[src/design/ccs_pkg.sv]
// ----------------------------------------------------------------------------
// ccs_pkg: shared types, constants and functions
// Header positions, the result word layout and the ones' complement adder
// used by the checksum stream core.
// ----------------------------------------------------------------------------
package ccs_pkg;

  localparam int unsigned ByteW = 8;
  localparam int unsigned SumW  = 16;
  localparam int unsigned LenW  = 32;

  localparam logic [ByteW-1:0] UpperA  = 8'h41;
  localparam logic [ByteW-1:0] UpperZ  = 8'h5A;
  localparam logic [ByteW-1:0] LowerA  = 8'h61;
  localparam logic [ByteW-1:0] LowerZ  = 8'h7A;
  localparam logic [ByteW-1:0] CaseBit = 8'h20;
  localparam logic [5:0]       Alpha   = 6'd26;
  localparam logic [SumW-1:0]  WordMax = 16'hFFFF;

  // Position in the packet: header bytes 0..7, then the message body.
  typedef logic [3:0] hdr_idx_t;
  localparam hdr_idx_t HDR_MODE    = 4'd0;
  localparam hdr_idx_t HDR_SHIFT   = 4'd1;
  localparam hdr_idx_t HDR_CSUM_LO = 4'd2;
  localparam hdr_idx_t HDR_CSUM_HI = 4'd3;
  localparam hdr_idx_t HDR_LEN_0   = 4'd4;
  localparam hdr_idx_t HDR_LEN_1   = 4'd5;
  localparam hdr_idx_t HDR_LEN_2   = 4'd6;
  localparam hdr_idx_t HDR_LEN_3   = 4'd7;
  localparam hdr_idx_t HDR_BODY    = 4'd8;

  typedef struct packed {
    logic [ByteW-1:0] out_byte;
    logic             has_byte;
    logic             is_last;
    logic             checksum_ok;
    logic [SumW-1:0]  reply_checksum;
    logic             reply_mode;
  } ccs_result_t;

  // Ones' complement add with end-around carry.
  function automatic logic [SumW-1:0] oc_add(input logic [SumW-1:0] a,
                                             input logic [SumW-1:0] b);
    logic [SumW:0] t;
    t = {1'b0, a} + {1'b0, b};
    return t[SumW-1:0] + {{(SumW-1){1'b0}}, t[SumW]};
  endfunction

  // Shift amount reduced mod 26 by restoring subtraction of 208, 104, 52, 26.
  function automatic logic [4:0] mod26(input logic [ByteW-1:0] v);
    logic [ByteW-1:0] r;
    r = v;
    if (r >= 8'd208) r = r - 8'd208;
    if (r >= 8'd104) r = r - 8'd104;
    if (r >= 8'd52)  r = r - 8'd52;
    if (r >= 8'd26)  r = r - 8'd26;
    return r[4:0];
  endfunction

endpackage

[src/design/caesar_checksum_stream_core.sv]
// ----------------------------------------------------------------------------
// caesar_checksum_stream_core: byte stream cipher with checksums
// Parses an 8-byte header, rotates message letters and keeps the received
// and reply ones' complement sums; the last result carries the status.
// ----------------------------------------------------------------------------
//
//   Channel  Handshake            Payload
//   -------  -------------------  -----------------------------------------
//   input    in_valid / in_stall  in_byte
//   output   out_valid/out_stall  out_byte, has_byte, is_last, checksum_ok,
//                                 reply_checksum, reply_mode
//
// One word is accepted per cycle while in_stall is low. A word's result is
// registered in the result register, or in the skid entry behind it when the
// output is stalled; the per-cycle limit is one end-around-carry add on each
// of the two sums, done between the state registers and the result register.
// Header words give no result, except the last header word of an empty message, which carries the status.
// Reset is synchronous and active high; it returns the parser to the first
// header byte and empties the output buffer.
// in_stall rises only when both the result register and its skid entry are
// full, so a stalled output costs no input cycle until two results wait.
//
module caesar_checksum_stream_core (
  input  logic                      clk,
  input  logic                      rst,
  input  logic                      in_valid,
  output logic                      in_stall,
  input  logic [ccs_pkg::ByteW-1:0] in_byte,
  output logic                      out_valid,
  input  logic                      out_stall,
  output logic [ccs_pkg::ByteW-1:0] out_byte,
  output logic                      has_byte,
  output logic                      is_last,
  output logic                      checksum_ok,
  output logic [ccs_pkg::SumW-1:0]  reply_checksum,
  output logic                      reply_mode
);
  import ccs_pkg::*;

  logic        accept;
  logic        res_valid;
  ccs_result_t res;
  ccs_result_t out_data;
  logic        buf_full;

  // A word is taken whenever the skid entry is free.
  assign in_stall = buf_full;
  assign accept   = in_valid && !in_stall;

  ccs_core u_core (
    .clk       (clk),
    .rst       (rst),
    .accept    (accept),
    .in_byte   (in_byte),
    .res_valid (res_valid),
    .res       (res)
  );

  ccs_out_buf u_out_buf (
    .clk       (clk),
    .rst       (rst),
    .push      (res_valid),
    .push_data (res),
    .out_stall (out_stall),
    .out_valid (out_valid),
    .out_data  (out_data),
    .full      (buf_full)
  );

  assign out_byte       = out_data.out_byte;
  assign has_byte       = out_data.has_byte;
  assign is_last        = out_data.is_last;
  assign checksum_ok    = out_data.checksum_ok;
  assign reply_checksum = out_data.reply_checksum;
  assign reply_mode     = out_data.reply_mode;

  // The skid entry is only ever filled behind an occupied result register.
  a_skid_behind_main : assert property (@(posedge clk) disable iff (rst)
    in_stall |-> out_valid)
    else $error("skid entry full while result register empty");

  // A result that does not close a packet always carries a message byte.
  a_mid_has_byte : assert property (@(posedge clk) disable iff (rst)
    (out_valid && !is_last) |-> has_byte)
    else $error("non-final result without a message byte");

  // Status fields stay clear on results that do not close a packet.
  a_mid_status_clear : assert property (@(posedge clk) disable iff (rst)
    (out_valid && !is_last) |-> (!checksum_ok && !reply_mode && reply_checksum == '0))
    else $error("status fields set on a non-final result");

  // Nothing is presented in the first cycle out of reset.
  a_reset_empty : assert property (@(posedge clk)
    (!rst && $past(rst)) |-> (!out_valid && !in_stall))
    else $error("output buffer not empty after reset");

endmodule

[src/design/ccs_cipher.sv]
// ----------------------------------------------------------------------------
// ccs_cipher: byte transform
// Lowercases A..Z, then rotates a..z forward or backward by the shift.
// ----------------------------------------------------------------------------
module ccs_cipher (
  input  logic [ccs_pkg::ByteW-1:0] plain,
  input  logic [4:0]                shift_mod,
  input  logic                      mode_nz,
  output logic [ccs_pkg::ByteW-1:0] cipher
);
  import ccs_pkg::*;

  logic [ByteW-1:0] lower;
  logic [5:0]       addend;
  logic [5:0]       rot;

  always_comb begin
    lower = plain;
    if (plain >= UpperA && plain <= UpperZ) begin
      lower = plain + CaseBit;
    end
    // Backward rotation adds 26 - s so that the sum stays below 52.
    addend = mode_nz ? (Alpha - {1'b0, shift_mod}) : {1'b0, shift_mod};
    rot    = {1'b0, lower[4:0] - LowerA[4:0]} + addend;
    if (rot >= Alpha) begin
      rot = rot - Alpha;
    end
    cipher = lower;
    if (lower >= LowerA && lower <= LowerZ) begin
      cipher = LowerA + {2'b00, rot};
    end
  end

endmodule

[src/design/ccs_core.sv]
// ----------------------------------------------------------------------------
// ccs_core: packet parser and checksum state
// Tracks the header position and both running sums, and forms the result for
// each message byte and for the last header byte of an empty message.
// ----------------------------------------------------------------------------
module ccs_core (
  input  logic                      clk,
  input  logic                      rst,
  input  logic                      accept,
  input  logic [ccs_pkg::ByteW-1:0] in_byte,
  output logic                      res_valid,
  output ccs_pkg::ccs_result_t      res
);
  import ccs_pkg::*;

  hdr_idx_t         hdr_idx, hdr_idx_next;
  logic             mode_nz, mode_nz_next;
  logic [4:0]       shift_mod, shift_mod_next;
  logic [23:0]      len_hi, len_hi_next;
  logic [LenW-1:0]  bytes_left, bytes_left_next;
  logic [SumW-1:0]  rx_sum, rx_sum_next;
  logic [SumW-1:0]  tx_sum, tx_sum_next;
  logic [ByteW-1:0] held_in, held_in_next;
  logic [ByteW-1:0] held_out, held_out_next;
  logic             byte_held, byte_held_next;

  logic [ByteW-1:0] cipher;
  logic [LenW-1:0]  full_len;
  logic             body_last;

  ccs_cipher u_cipher (
    .plain     (in_byte),
    .shift_mod (shift_mod),
    .mode_nz   (mode_nz),
    .cipher    (cipher)
  );

  assign full_len  = {len_hi, in_byte};
  assign body_last = (bytes_left[LenW-1:1] == '0);

  always_comb begin
    hdr_idx_next    = hdr_idx;
    mode_nz_next    = mode_nz;
    shift_mod_next  = shift_mod;
    len_hi_next     = len_hi;
    bytes_left_next = bytes_left;
    rx_sum_next     = rx_sum;
    tx_sum_next     = tx_sum;
    held_in_next    = held_in;
    held_out_next   = held_out;
    byte_held_next  = byte_held;
    res_valid       = 1'b0;
    res             = '0;
    if (accept) begin
      case (hdr_idx)
        HDR_MODE: begin
          rx_sum_next    = '0;
          tx_sum_next    = '0;
          byte_held_next = 1'b0;
          mode_nz_next   = |in_byte;
          held_in_next   = in_byte;
          hdr_idx_next   = HDR_SHIFT;
        end
        HDR_SHIFT: begin
          shift_mod_next = mod26(in_byte);
          rx_sum_next    = oc_add(rx_sum, {in_byte, held_in});
          tx_sum_next    = oc_add(tx_sum, {in_byte, 7'b0, mode_nz});
          hdr_idx_next   = HDR_CSUM_LO;
        end
        HDR_CSUM_LO: begin
          held_in_next = in_byte;
          hdr_idx_next = HDR_CSUM_HI;
        end
        HDR_CSUM_HI: begin
          rx_sum_next  = oc_add(rx_sum, {in_byte, held_in});
          hdr_idx_next = HDR_LEN_0;
        end
        HDR_LEN_0, HDR_LEN_2: begin
          held_in_next = in_byte;
          len_hi_next  = {len_hi[15:0], in_byte};
          hdr_idx_next = hdr_idx + 4'd1;
        end
        HDR_LEN_1: begin
          rx_sum_next  = oc_add(rx_sum, {in_byte, held_in});
          tx_sum_next  = oc_add(tx_sum, {in_byte, held_in});
          len_hi_next  = {len_hi[15:0], in_byte};
          hdr_idx_next = HDR_LEN_2;
        end
        HDR_LEN_3: begin
          rx_sum_next     = oc_add(rx_sum, {in_byte, held_in});
          tx_sum_next     = oc_add(tx_sum, {in_byte, held_in});
          bytes_left_next = full_len;
          byte_held_next  = 1'b0;
          if (full_len == '0) begin
            // Empty message: the status goes out with the header's last byte.
            res_valid          = 1'b1;
            res.is_last        = 1'b1;
            res.checksum_ok    = (rx_sum_next == WordMax);
            res.reply_checksum = ~tx_sum_next;
            res.reply_mode     = mode_nz;
            hdr_idx_next       = HDR_MODE;
          end else begin
            hdr_idx_next = HDR_BODY;
          end
        end
        HDR_BODY: begin
          if (byte_held) begin
            rx_sum_next    = oc_add(rx_sum, {in_byte, held_in});
            tx_sum_next    = oc_add(tx_sum, {cipher, held_out});
            byte_held_next = 1'b0;
          end else if (body_last) begin
            // Odd final byte is padded as the low byte of a word.
            rx_sum_next = oc_add(rx_sum, {8'h00, in_byte});
            tx_sum_next = oc_add(tx_sum, {8'h00, cipher});
          end else begin
            held_in_next   = in_byte;
            held_out_next  = cipher;
            byte_held_next = 1'b1;
          end
          if (bytes_left != '0) begin
            bytes_left_next = bytes_left - LenW'(1);
          end
          res_valid    = 1'b1;
          res.out_byte = cipher;
          res.has_byte = 1'b1;
          if (body_last) begin
            res.is_last        = 1'b1;
            res.checksum_ok    = (rx_sum_next == WordMax);
            res.reply_checksum = ~tx_sum_next;
            res.reply_mode     = mode_nz;
            hdr_idx_next       = HDR_MODE;
          end
        end
        default: begin
          hdr_idx_next = HDR_MODE;
        end
      endcase
    end
  end

  always_ff @(posedge clk) begin
    if (rst) begin
      hdr_idx   <= HDR_MODE;
      byte_held <= 1'b0;
    end else begin
      hdr_idx   <= hdr_idx_next;
      byte_held <= byte_held_next;
    end
  end

  always_ff @(posedge clk) begin
    mode_nz    <= mode_nz_next;
    shift_mod  <= shift_mod_next;
    len_hi     <= len_hi_next;
    bytes_left <= bytes_left_next;
    rx_sum     <= rx_sum_next;
    tx_sum     <= tx_sum_next;
    held_in    <= held_in_next;
    held_out   <= held_out_next;
  end

endmodule

[src/design/ccs_out_buf.sv]
// ----------------------------------------------------------------------------
// ccs_out_buf: result register with skid entry
// Holds the presented result and one more, so input need not wait on a
// stalled output.
// ----------------------------------------------------------------------------
module ccs_out_buf (
  input  logic                 clk,
  input  logic                 rst,
  input  logic                 push,
  input  ccs_pkg::ccs_result_t push_data,
  input  logic                 out_stall,
  output logic                 out_valid,
  output ccs_pkg::ccs_result_t out_data,
  output logic                 full
);
  import ccs_pkg::*;

  logic        main_valid, main_valid_next;
  logic        skid_valid, skid_valid_next;
  ccs_result_t main_data, main_data_next;
  ccs_result_t skid_data, skid_data_next;
  logic        pop;

  assign pop = main_valid && !out_stall;

  always_comb begin
    main_valid_next = main_valid;
    skid_valid_next = skid_valid;
    main_data_next  = main_data;
    skid_data_next  = skid_data;
    if (skid_valid) begin
      // Input is held off while the skid entry is occupied.
      if (pop) begin
        main_data_next  = skid_data;
        skid_valid_next = 1'b0;
      end
    end else if (push) begin
      if (!main_valid || pop) begin
        main_data_next  = push_data;
        main_valid_next = 1'b1;
      end else begin
        skid_data_next  = push_data;
        skid_valid_next = 1'b1;
      end
    end else if (pop) begin
      main_valid_next = 1'b0;
    end
  end

  always_ff @(posedge clk) begin
    if (rst) begin
      main_valid <= 1'b0;
      skid_valid <= 1'b0;
    end else begin
      main_valid <= main_valid_next;
      skid_valid <= skid_valid_next;
    end
  end

  always_ff @(posedge clk) begin
    main_data <= main_data_next;
    skid_data <= skid_data_next;
  end

  assign out_valid = main_valid;
  assign out_data  = main_data;
  assign full      = skid_valid;

endmodule

[config.mk]
export PLATFORM = sky130hd
export DESIGN_NAME = caesar_checksum_stream_core
export DESIGN_NICKNAME = d
export VERILOG_FILES = /design/src/design/ccs_pkg.sv /design/src/design/caesar_checksum_stream_core.sv /design/src/design/ccs_cipher.sv /design/src/design/ccs_core.sv /design/src/design/ccs_out_buf.sv
export SDC_FILE = /design/constraint.sdc
export NUM_CORES = 1
export LEC_CHECK = 0
export BUFFER_PORTS_ARGS = -buffer_cell sky130_fd_sc_hd__buf_2
export CAP_MARGIN = 20
export CORE_MARGIN = 2
export CORE_UTILIZATION = 40
export DETAILED_ROUTE_END_ITERATION = 10
export SLEW_MARGIN = 20
export SYNTH_ARGS = -nofsm -noshare
export SYNTH_HDL_FRONTEND = slang
export SYNTH_SLANG_ARGS = --single-unit
[constraint.sdc]
create_clock -name clk -period 7.7 [get_ports clk]
set_input_delay 1.155 -clock clk [delete_from_list [all_inputs] [get_ports clk]]
set_output_delay 1.155 -clock clk [all_outputs]
set_load 0.02 [all_outputs]
Yosys cells after proc, flatten, opt, wreduce, memory -nomap -nowiden
Index checks and enable logic that the tools add are counted.
{"block": "op_classes", "order_cmp": 9, "eq_ne": 16, "add_sub_neg": 24, "reduce_logical": 40, "n_mux": 54, "bitwise_logic": 6}
{"operator": "two-way mux 28 bit", "n": 5}
{"operator": "two-way mux 16 bit", "n": 8}
{"operator": "two-way mux 8 bit", "n": 13}
{"operator": "adder 16 x 1 -> 16 bit", "n": 6}
{"operator": "adder 16 x 16 -> 17 bit", "n": 4}
{"operator": "case mux 16 bit (4 select lines)", "n": 1}
{"operator": "case mux 32 bit (2 select lines)", "n": 1}
{"operator": "case mux 16 bit (3 select lines)", "n": 1}
{"operator": "two-way mux 19 bit", "n": 2}
{"operator": "case mux 19 bit (2 select lines)", "n": 1}
{"operator": "adder 16 x 8 -> 17 bit", "n": 2}
{"operator": "== test 16 bit (second input constant)", "n": 2}
{"operator": "logical NOT 32 bit", "n": 1}
{"operator": "two-way mux 32 bit", "n": 1}
{"operator": "NOT 16 bit", "n": 2}
{"operator": "case mux 4 bit (8 select lines)", "n": 1}
{"operator": "nonzero test 32 bit", "n": 1}
{"operator": "subtractor 32 x 1 -> 32 bit (second input constant)", "n": 1}
{"operator": "logical NOT 31 bit", "n": 1}
{"operator": ">= comparator 8 x 7 -> 1 bit (second input constant)", "n": 3}
{"operator": "== test 4 x 3 -> 1 bit (second input constant)", "n": 4}
{"operator": "<= comparator 8 x 7 -> 1 bit (second input constant)", "n": 2}
{"operator": "case mux 8 bit (2 select lines)", "n": 1}
{"operator": "AND reduction 2 bit", "n": 7}
{"operator": "other kinds (40)", "n": 78}
{"block": "totals", "reg_bits": 173, "out_inout_bits": 30, "elab_cells": 173}

Longest topological paths before layout
{"block": "depth", "depth_word": 22, "ltp_mapped": 36, "mapped_depth_nobuf": 35}

Hierarchy
A second synthesis with hierarchy kept.
{"block": "unflattened", "hier_cells": 1707, "hier_area_um2": 15456.1}
{"mod": "ccs_core", "n_inst": 1, "cells_per_inst": 1492, "area_each_um2": 12426.9}
{"mod": "ccs_out_buf", "n_inst": 1, "cells_per_inst": 99, "area_each_um2": 2125.8}
{"mod": "ccs_cipher", "n_inst": 1, "cells_per_inst": 115, "area_each_um2": 889.6}
{"mod": "caesar_checksum_stream_core", "n_inst": 1, "cells_per_inst": 1, "area_each_um2": 13.8}

Worst setup path before layout
Ideal clock, no wire load.
{"block": "synth_path", "kind": "input port to flip-flop", "from": "in in_byte[1] in the netlist's numbering", "to": "reg u_core.tx_sum[8] (data pin)", "slack_ns": 0.074, "t_arrival_ns": 7.365, "cell_stages": 35, "path_cell_list": "clkbuf_1 > inv_1 > ha_1 > inv_1 > ha_1 > a21o_1 > a21oi_1 > o21bai_1 > a21oi_1 > xor2_1 > and2_1 > xnor2_1 > ha_1 > o21ai_0 > xnor2_1 > mux2i_1 > inv_1 > ha_1 > a21o_1 > a21oi_1 > a21boi_1 > o21a_1 > nor2_1 > nor3b_1 > nand2_1 > nor2_1 > ha_1 > ha_1 > and3_1 > and3_1 > mux2i_1 > a21oi_1 > o31a_1 > a222oi_1 > inv_1"}
{"block": "synth_between", "elab_chain_cells": 16}
{"item": "start: declaration", "line": "caesar_checksum_stream_core.sv:28", "source": "input logic [ccs_pkg::ByteW-1:0] in_byte,"}
{"item": ">= comparator 8 x 7 -> 1 bit or <= comparator 8 x 7 -> 1 bit (tied branches)", "line": "ccs_cipher.sv:19", "source": "if (plain >= UpperA && plain <= UpperZ) begin"}
{"item": "logical AND 1 bit", "line": "ccs_cipher.sv:19"}
{"item": "two-way mux 8 bit (*)", "line": "ccs_cipher.sv:19"}
{"item": "subtractor 5 x 1 -> 5 bit", "line": "ccs_cipher.sv:24", "source": "rot = {1'b0, lower[4:0] - LowerA[4:0]} + addend;"}
{"item": "adder 5 x 6 -> 6 bit", "line": "ccs_cipher.sv:24"}
{"item": "subtractor 6 x 5 -> 6 bit or >= comparator 6 x 5 -> 1 bit (tied branches)", "line": "ccs_cipher.sv:26, ccs_cipher.sv:25"}
{"item": "two-way mux 6 bit", "line": "ccs_cipher.sv:25", "source": "if (rot >= Alpha) begin"}
{"item": "adder 7 x 6 -> 8 bit", "line": "ccs_cipher.sv:30", "source": "cipher = LowerA + {2'b00, rot};"}
{"item": "two-way mux 8 bit (*)", "line": "ccs_cipher.sv:29", "source": "if (lower >= LowerA && lower <= LowerZ) begin"}
{"item": "named net u_core.cipher[4]", "line": "ccs_core.sv:27", "source": "logic [ByteW-1:0] cipher;"}
{"item": "adder 16 x 8 -> 17 bit", "line": "ccs_pkg.sv:45", "source": "t = {1'b0, a} + {1'b0, b};"}
{"item": "adder 16 x 1 -> 16 bit", "line": "ccs_pkg.sv:46", "source": "return t[SumW-1:0] + {{(SumW-1){1'b0}}, t[SumW]};"}
{"item": "two-way mux 16 bit", "line": "ccs_core.sv:111", "source": "end else if (body_last) begin"}
{"item": "two-way mux 16 bit (*)", "line": "ccs_core.sv:107", "source": "if (byte_held) begin"}
{"item": "two-way mux 16 bit (*)", "line": "ccs_core.sv:55", "source": "case (hdr_idx)"}
{"item": "two-way mux 16 bit (*)", "line": "ccs_core.sv:54", "source": "if (accept) begin"}
{"item": "case mux 16 bit (4 select lines) (*)", "line": "ccs_core.sv:55"}
{"item": "end signal: assignment", "line": "ccs_core.sv:157", "source": "tx_sum <= tx_sum_next;"}
{"item": "end: declaration", "line": "ccs_core.sv:22", "source": "logic [SumW-1:0] tx_sum, tx_sum_next;"}
The timed path passes the listed nets; every way through them passes the cells marked *. The select of a mux whose other input is x is not followed.
A chain may end at the register's enable or synchronous reset.

Worst setup path in the final report
{"block": "layout_path", "from": "in in_byte[0] in the netlist's numbering", "to": "reg u_core.tx_sum[14] (data pin)"}
The elaborated chain is that of the path after synthesis.

==> results.sh <==
export IMPL_cpMostUsedCell="sky130_fd_sc_hd__ha_1"
export IMPL_ctsHoldBuffers=0
export IMPL_groute_usage_overall=0.2328
export IMPL_mappedNetlistNets=1863
export IMPL_area_share_of_and_or_nand_nor_cells_after_synthesis=0.2061
export IMPL_xor_xnor_share_of_the_synthesized_area=0.09682
export IMPL_worst_setup_path_end_kind="flop"
export IMPL_cp_slowest_stage_delay_ps=400
export IMPL_worst_path_max_fanout=4
export IMPL_layout_cells_most_common="sky130_fd_sc_hd__nand2_1"
export IMPL_antenna_found_initial=2
export IMPL_ys_flop_type="sky130_fd_sc_hd__edfxtp_1"
export IMPL_gp_routability_congestion=0.9377
export IMPL_maxSlewHeadroom=0.3000
export IMPL_drv_max_cap_violation_count=0
export IMPL_layout_area_seq_um2=5126
export IMPL_sequential_share_of_power=0.344
export IMPL_finalNetCount=1898
export IMPL_insertedDiodeCount=0
export IMPL_share_clk_of_total_power=0.281
export IMPL_min_delay_path_class="reg2reg"
export IMPL_cp_slowest_cell="sky130_fd_sc_hd__a2111o_1"
export IMPL_drt_first_pass_iters=5
export IMPL_final_period_minus_worst_setup_slack_ps=7200
export IMPL_layout_filler_cells=3747
export IMPL_routed_via_count=13774
export IMPL_io_buffer_count=41
export IMPL_die_area_um2=39800
export IMPL_clock_skew_final_ps=11.81
export IMPL_die_height_um=199.5
export IMPL_ys_async_sr_fraction=0
export IMPL_switching_share=0.3824
export IMPL_cts_buffers=17
export IMPL_synth_area_mux_share=0.01972
export IMPL_result_of_the_run="complete, no violations"
export IMPL_detailedPlacementHpwl_mm=34.55
export IMPL_vdd_drop_max_mv=0.1323
export IMPL_worst_ep_arrival_time_ps=7410
export IMPL_rsz_0062_raised_after_global_routing="yes"
export IMPL_timing_critical_path_buf_inv=4
export IMPL_timing_worst_slew_pin_value_ps=1047
export IMPL_grt_overflow_total=0
export IMPL_syn_avg_cell_area_um2=8.791
export IMPL_layout_cells_most_common_list="186 x sky130_fd_sc_hd__nand2_1, 166 x sky130_fd_sc_hd__edfxtp_1, 141 x sky130_fd_sc_hd__nor2_1"
export IMPL_multiInputGateArea_um2=9736
export IMPL_sequential_share_of_the_synthesized_area=0.3352
export IMPL_path_delay_family="compound AO/OA/AOI/OAI gates"
export IMPL_floorplan_core_area_um2=37670
export IMPL_grt_pass1_wl_mm=71.86
export IMPL_clk_path_buf_depth=2
export IMPL_proportion_of_layout_cells_with_a_drive_suffix_above_1=0.09681
export IMPL_power_report_internal_total_mw=2.016
export IMPL_worst_skew_pair_late_latency_ps=460
export IMPL_wire_per_inst_um=19.97
export IMPL_cts_tree="built"
export IMPL_clock_sink_count=173
export IMPL_synth_enable_flop_cells=166
export IMPL_final_max_slew_violation_count=0
export IMPL_p_switching_mw=1.248
export IMPL_cp_required_ps=7910
export IMPL_synth_compound_area_share=0.2155
export IMPL_netlist_cell_type_count=93
export IMPL_yosys_area_share_adder=0.09461
export IMPL_setup_worst_path_start_class="input port"
export IMPL_cts_root_buffer="sky130_fd_sc_hd__clkbuf_16"
export IMPL_htreeDepth=4
export IMPL_final_hold_viol_count=0
export IMPL_top_level_ports=42
export IMPL_fmax_ghz=0.1389
export IMPL_power_leakage_nw=6.544
export IMPL_path_clk_slew_ps=80
export IMPL_synth_area_um2=15290
export IMPL_route_detailed_vias_per_inst=5.994
export IMPL_postSynthRegisterBits=173
export IMPL_first_global_vias=12692
export IMPL_rows=71
export IMPL_detail_route_iter0_violations=1362
export IMPL_worst_hold_slack_ps=493.1
export IMPL_fp_dieW_um=199.5
export IMPL_postSynthCellCount=1739
export IMPL_final_min_period_over_clock_period=0.9351
export IMPL_pin_count_of_the_biggest_net_entering_global_routing=76
export IMPL_floorplan_initialDensity=0.4059
export IMPL_yosysWarnings=0
export IMPL_drc=0
export IMPL_criticalPathCategory="in2reg"
export IMPL_antenna_left=0
export IMPL_finalSetupViolCount=0
export IMPL_synth_top_family_by_area="compound AO/OA/AOI/OAI gates"
export IMPL_power_frac_comb=0.375
export IMPL_totalWireLength_mm=45.88
export IMPL_power_per_cell_area_nw_per_um2=193.1
export IMPL_postPlaceCellArea_um2=16220
export IMPL_flow_area_growth_from_synthesis_pct=10.60
export IMPL_cell_area_after_layout_um2=16910
==> through the flow <==
step | cells | TNS [ps] | power [mW] | setup WS, ps | utilization
global route | 2298 | -76.73 | 3.434 | -76.73 | 0.4489
CTS | 2296 | 0 | 3.251 | 314.1 | 0.4470
finish | 2298 | 0 | 3.265 | 500.0 | 0.4489
global placement | 2264 | 0 | 2.315 | 96.39 | 0.4306
floorplan | 1739 | 0 | 2.017 | 73.58 | -
detailed placement | 2264 | -234.8 | 2.332 | -136.9 | 0.4306
==> worst register-to-register path, delay by kind of cell, from the launching register on <==
| kind | cells | cell delay, ps |
|---|---|---|
| compound gates | 13 | 2660 |
| fa+ha+maj | 6 | 1610 |
| simple gates | 8 | 1260 |
| xor+xnor | 3 | 480 |
| flops | 1 | 450 |
| mux | 1 | 190 |
| buf+inv | 1 | 100 |
==> final timing paths <==
check,from,to,slack [ps],cells past startpoint
worst max-delay path,in_byte[0],u_core.tx_sum[14]$_DFFE_PP_,500,34
worst min-delay path,u_core.len_hi[3]$_DFFE_PP_,u_core.len_hi[11]$_DFFE_PP_,490,0
worst max register to register,u_core.shift_mod[0]$_DFFE_PP_,u_core.tx_sum[14]$_DFFE_PP_,710,32
worst min register to register,u_core.len_hi[3]$_DFFE_PP_,u_core.len_hi[11]$_DFFE_PP_,490,0
==> layout make-up <==
cell class | count | area share
clock buffers | 17 | 0.02516
well taps | 511 | 0.03781
repair buffers | 88 | 0.03419
multi-input cells | 1437 | 0.5758
inverters | 57 | 0.01265
clock inverters | 15 | 0.01125
flip-flops and latches | 173 | 0.3032
==> routing by layer <==
metal / vias to the layer above / routed length [um] / global-route usage
li1: 6580 / - / -
met1: 6586 / 21250 / 0.3329
met2: 539 / 20260 / 0.3655
met3: 67 / 3364 / 0.02903
met4: 2 / 1007 / 0.07133
met5: - / 7 / 0
==> cell usage after synthesis (6+ instances only) <==
cell type                   instances  share of area
sky130_fd_sc_hd__and3_1            24         0.0098
sky130_fd_sc_hd__nand2b_1          18         0.0074
sky130_fd_sc_hd__a21oi_1          116          0.038
sky130_fd_sc_hd__o21bai_1           9         0.0044
sky130_fd_sc_hd__nor2b_1           14         0.0057
sky130_fd_sc_hd__a22oi_1           10         0.0049
sky130_fd_sc_hd__or2_2             10         0.0041
sky130_fd_sc_hd__clkbuf_1          64          0.016
sky130_fd_sc_hd__o211ai_1          23          0.011
sky130_fd_sc_hd__nor4_1            25          0.010
sky130_fd_sc_hd__o21a_1            15         0.0074
sky130_fd_sc_hd__o21ai_1           16         0.0052
sky130_fd_sc_hd__inv_1             54          0.013
sky130_fd_sc_hd__nand3b_1          13         0.0064
sky130_fd_sc_hd__fa_1               6         0.0079
sky130_fd_sc_hd__a21o_1            52          0.026
sky130_fd_sc_hd__o22ai_1           12         0.0049
sky130_fd_sc_hd__nand3_1           51          0.017
sky130_fd_sc_hd__nor3_1            38          0.012
sky130_fd_sc_hd__xor2_1            69          0.040
sky130_fd_sc_hd__and4_1             7         0.0040
sky130_fd_sc_hd__dfxtp_1            7         0.0092
sky130_fd_sc_hd__and2_1            21         0.0086
sky130_fd_sc_hd__mux2i_1           22          0.014
sky130_fd_sc_hd__o31ai_1            7         0.0034
sky130_fd_sc_hd__xnor2_1          100          0.057
sky130_fd_sc_hd__o2111ai_1          8         0.0046
sky130_fd_sc_hd__nor2_1           142          0.035
sky130_fd_sc_hd__nand4_1           32          0.013
sky130_fd_sc_hd__nand2_1          187          0.046
sky130_fd_sc_hd__o22a_1             6         0.0034
sky130_fd_sc_hd__a211oi_1          15         0.0074
sky130_fd_sc_hd__o21ai_0          104          0.034
sky130_fd_sc_hd__nor3b_1            8         0.0039
sky130_fd_sc_hd__or3_1             10         0.0041
sky130_fd_sc_hd__edfxtp_1         166           0.33
sky130_fd_sc_hd__o221ai_1          11         0.0063
sky130_fd_sc_hd__a31oi_1           13         0.0053
sky130_fd_sc_hd__ha_1             106          0.087
==> what timing repair did <==
item / 4_1_cts / 5_1_grt
setup endpoints to repair: 0 / 18
endpoints found under the hold margin: 0 / 0
buffers inserted: 0 / 1
resized for setup: 0 / 9
==> cells by family (layout without fill, tap and decap cells) <==
kind of cell | Yosys count | after routing
flip-flops | 173 | 173
XOR/XNOR | 169 | 169
AO/OA/AOI/OAI | 496 | 496
adder cells (fa/ha/maj) | 112 | 112
multiplexers | 29 | 29
buffers and inverters | 129 | 177
AND/OR/NAND/NOR | 631 | 631
==> state kept, by name, indices dropped and copies added, names as in the netlist, 4 cells and up <==
name                 cells
u_out_buf.skid_data     28
u_core.tx_sum           16
u_core.len_hi           24
u_core.shift_mod         5
u_core.hdr_idx           4
u_core.held_in           8
u_core.bytes_left       32
u_core.rx_sum           16
u_core.held_out          8
u_out_buf.out_data      28
==> power groups by stage <==
stage,combinational [mW],sequential [mW],clock (mW)
after CTS,1.20,1.12,0.932
final,1.22,1.12,0.917
after global placement,1.17,1.14,0
after floorplan,0.912,1.11,0
after detailed placement,1.19,1.14,0
after global routing,1.35,1.13,0.962
(Power assumes the default switching activity.)
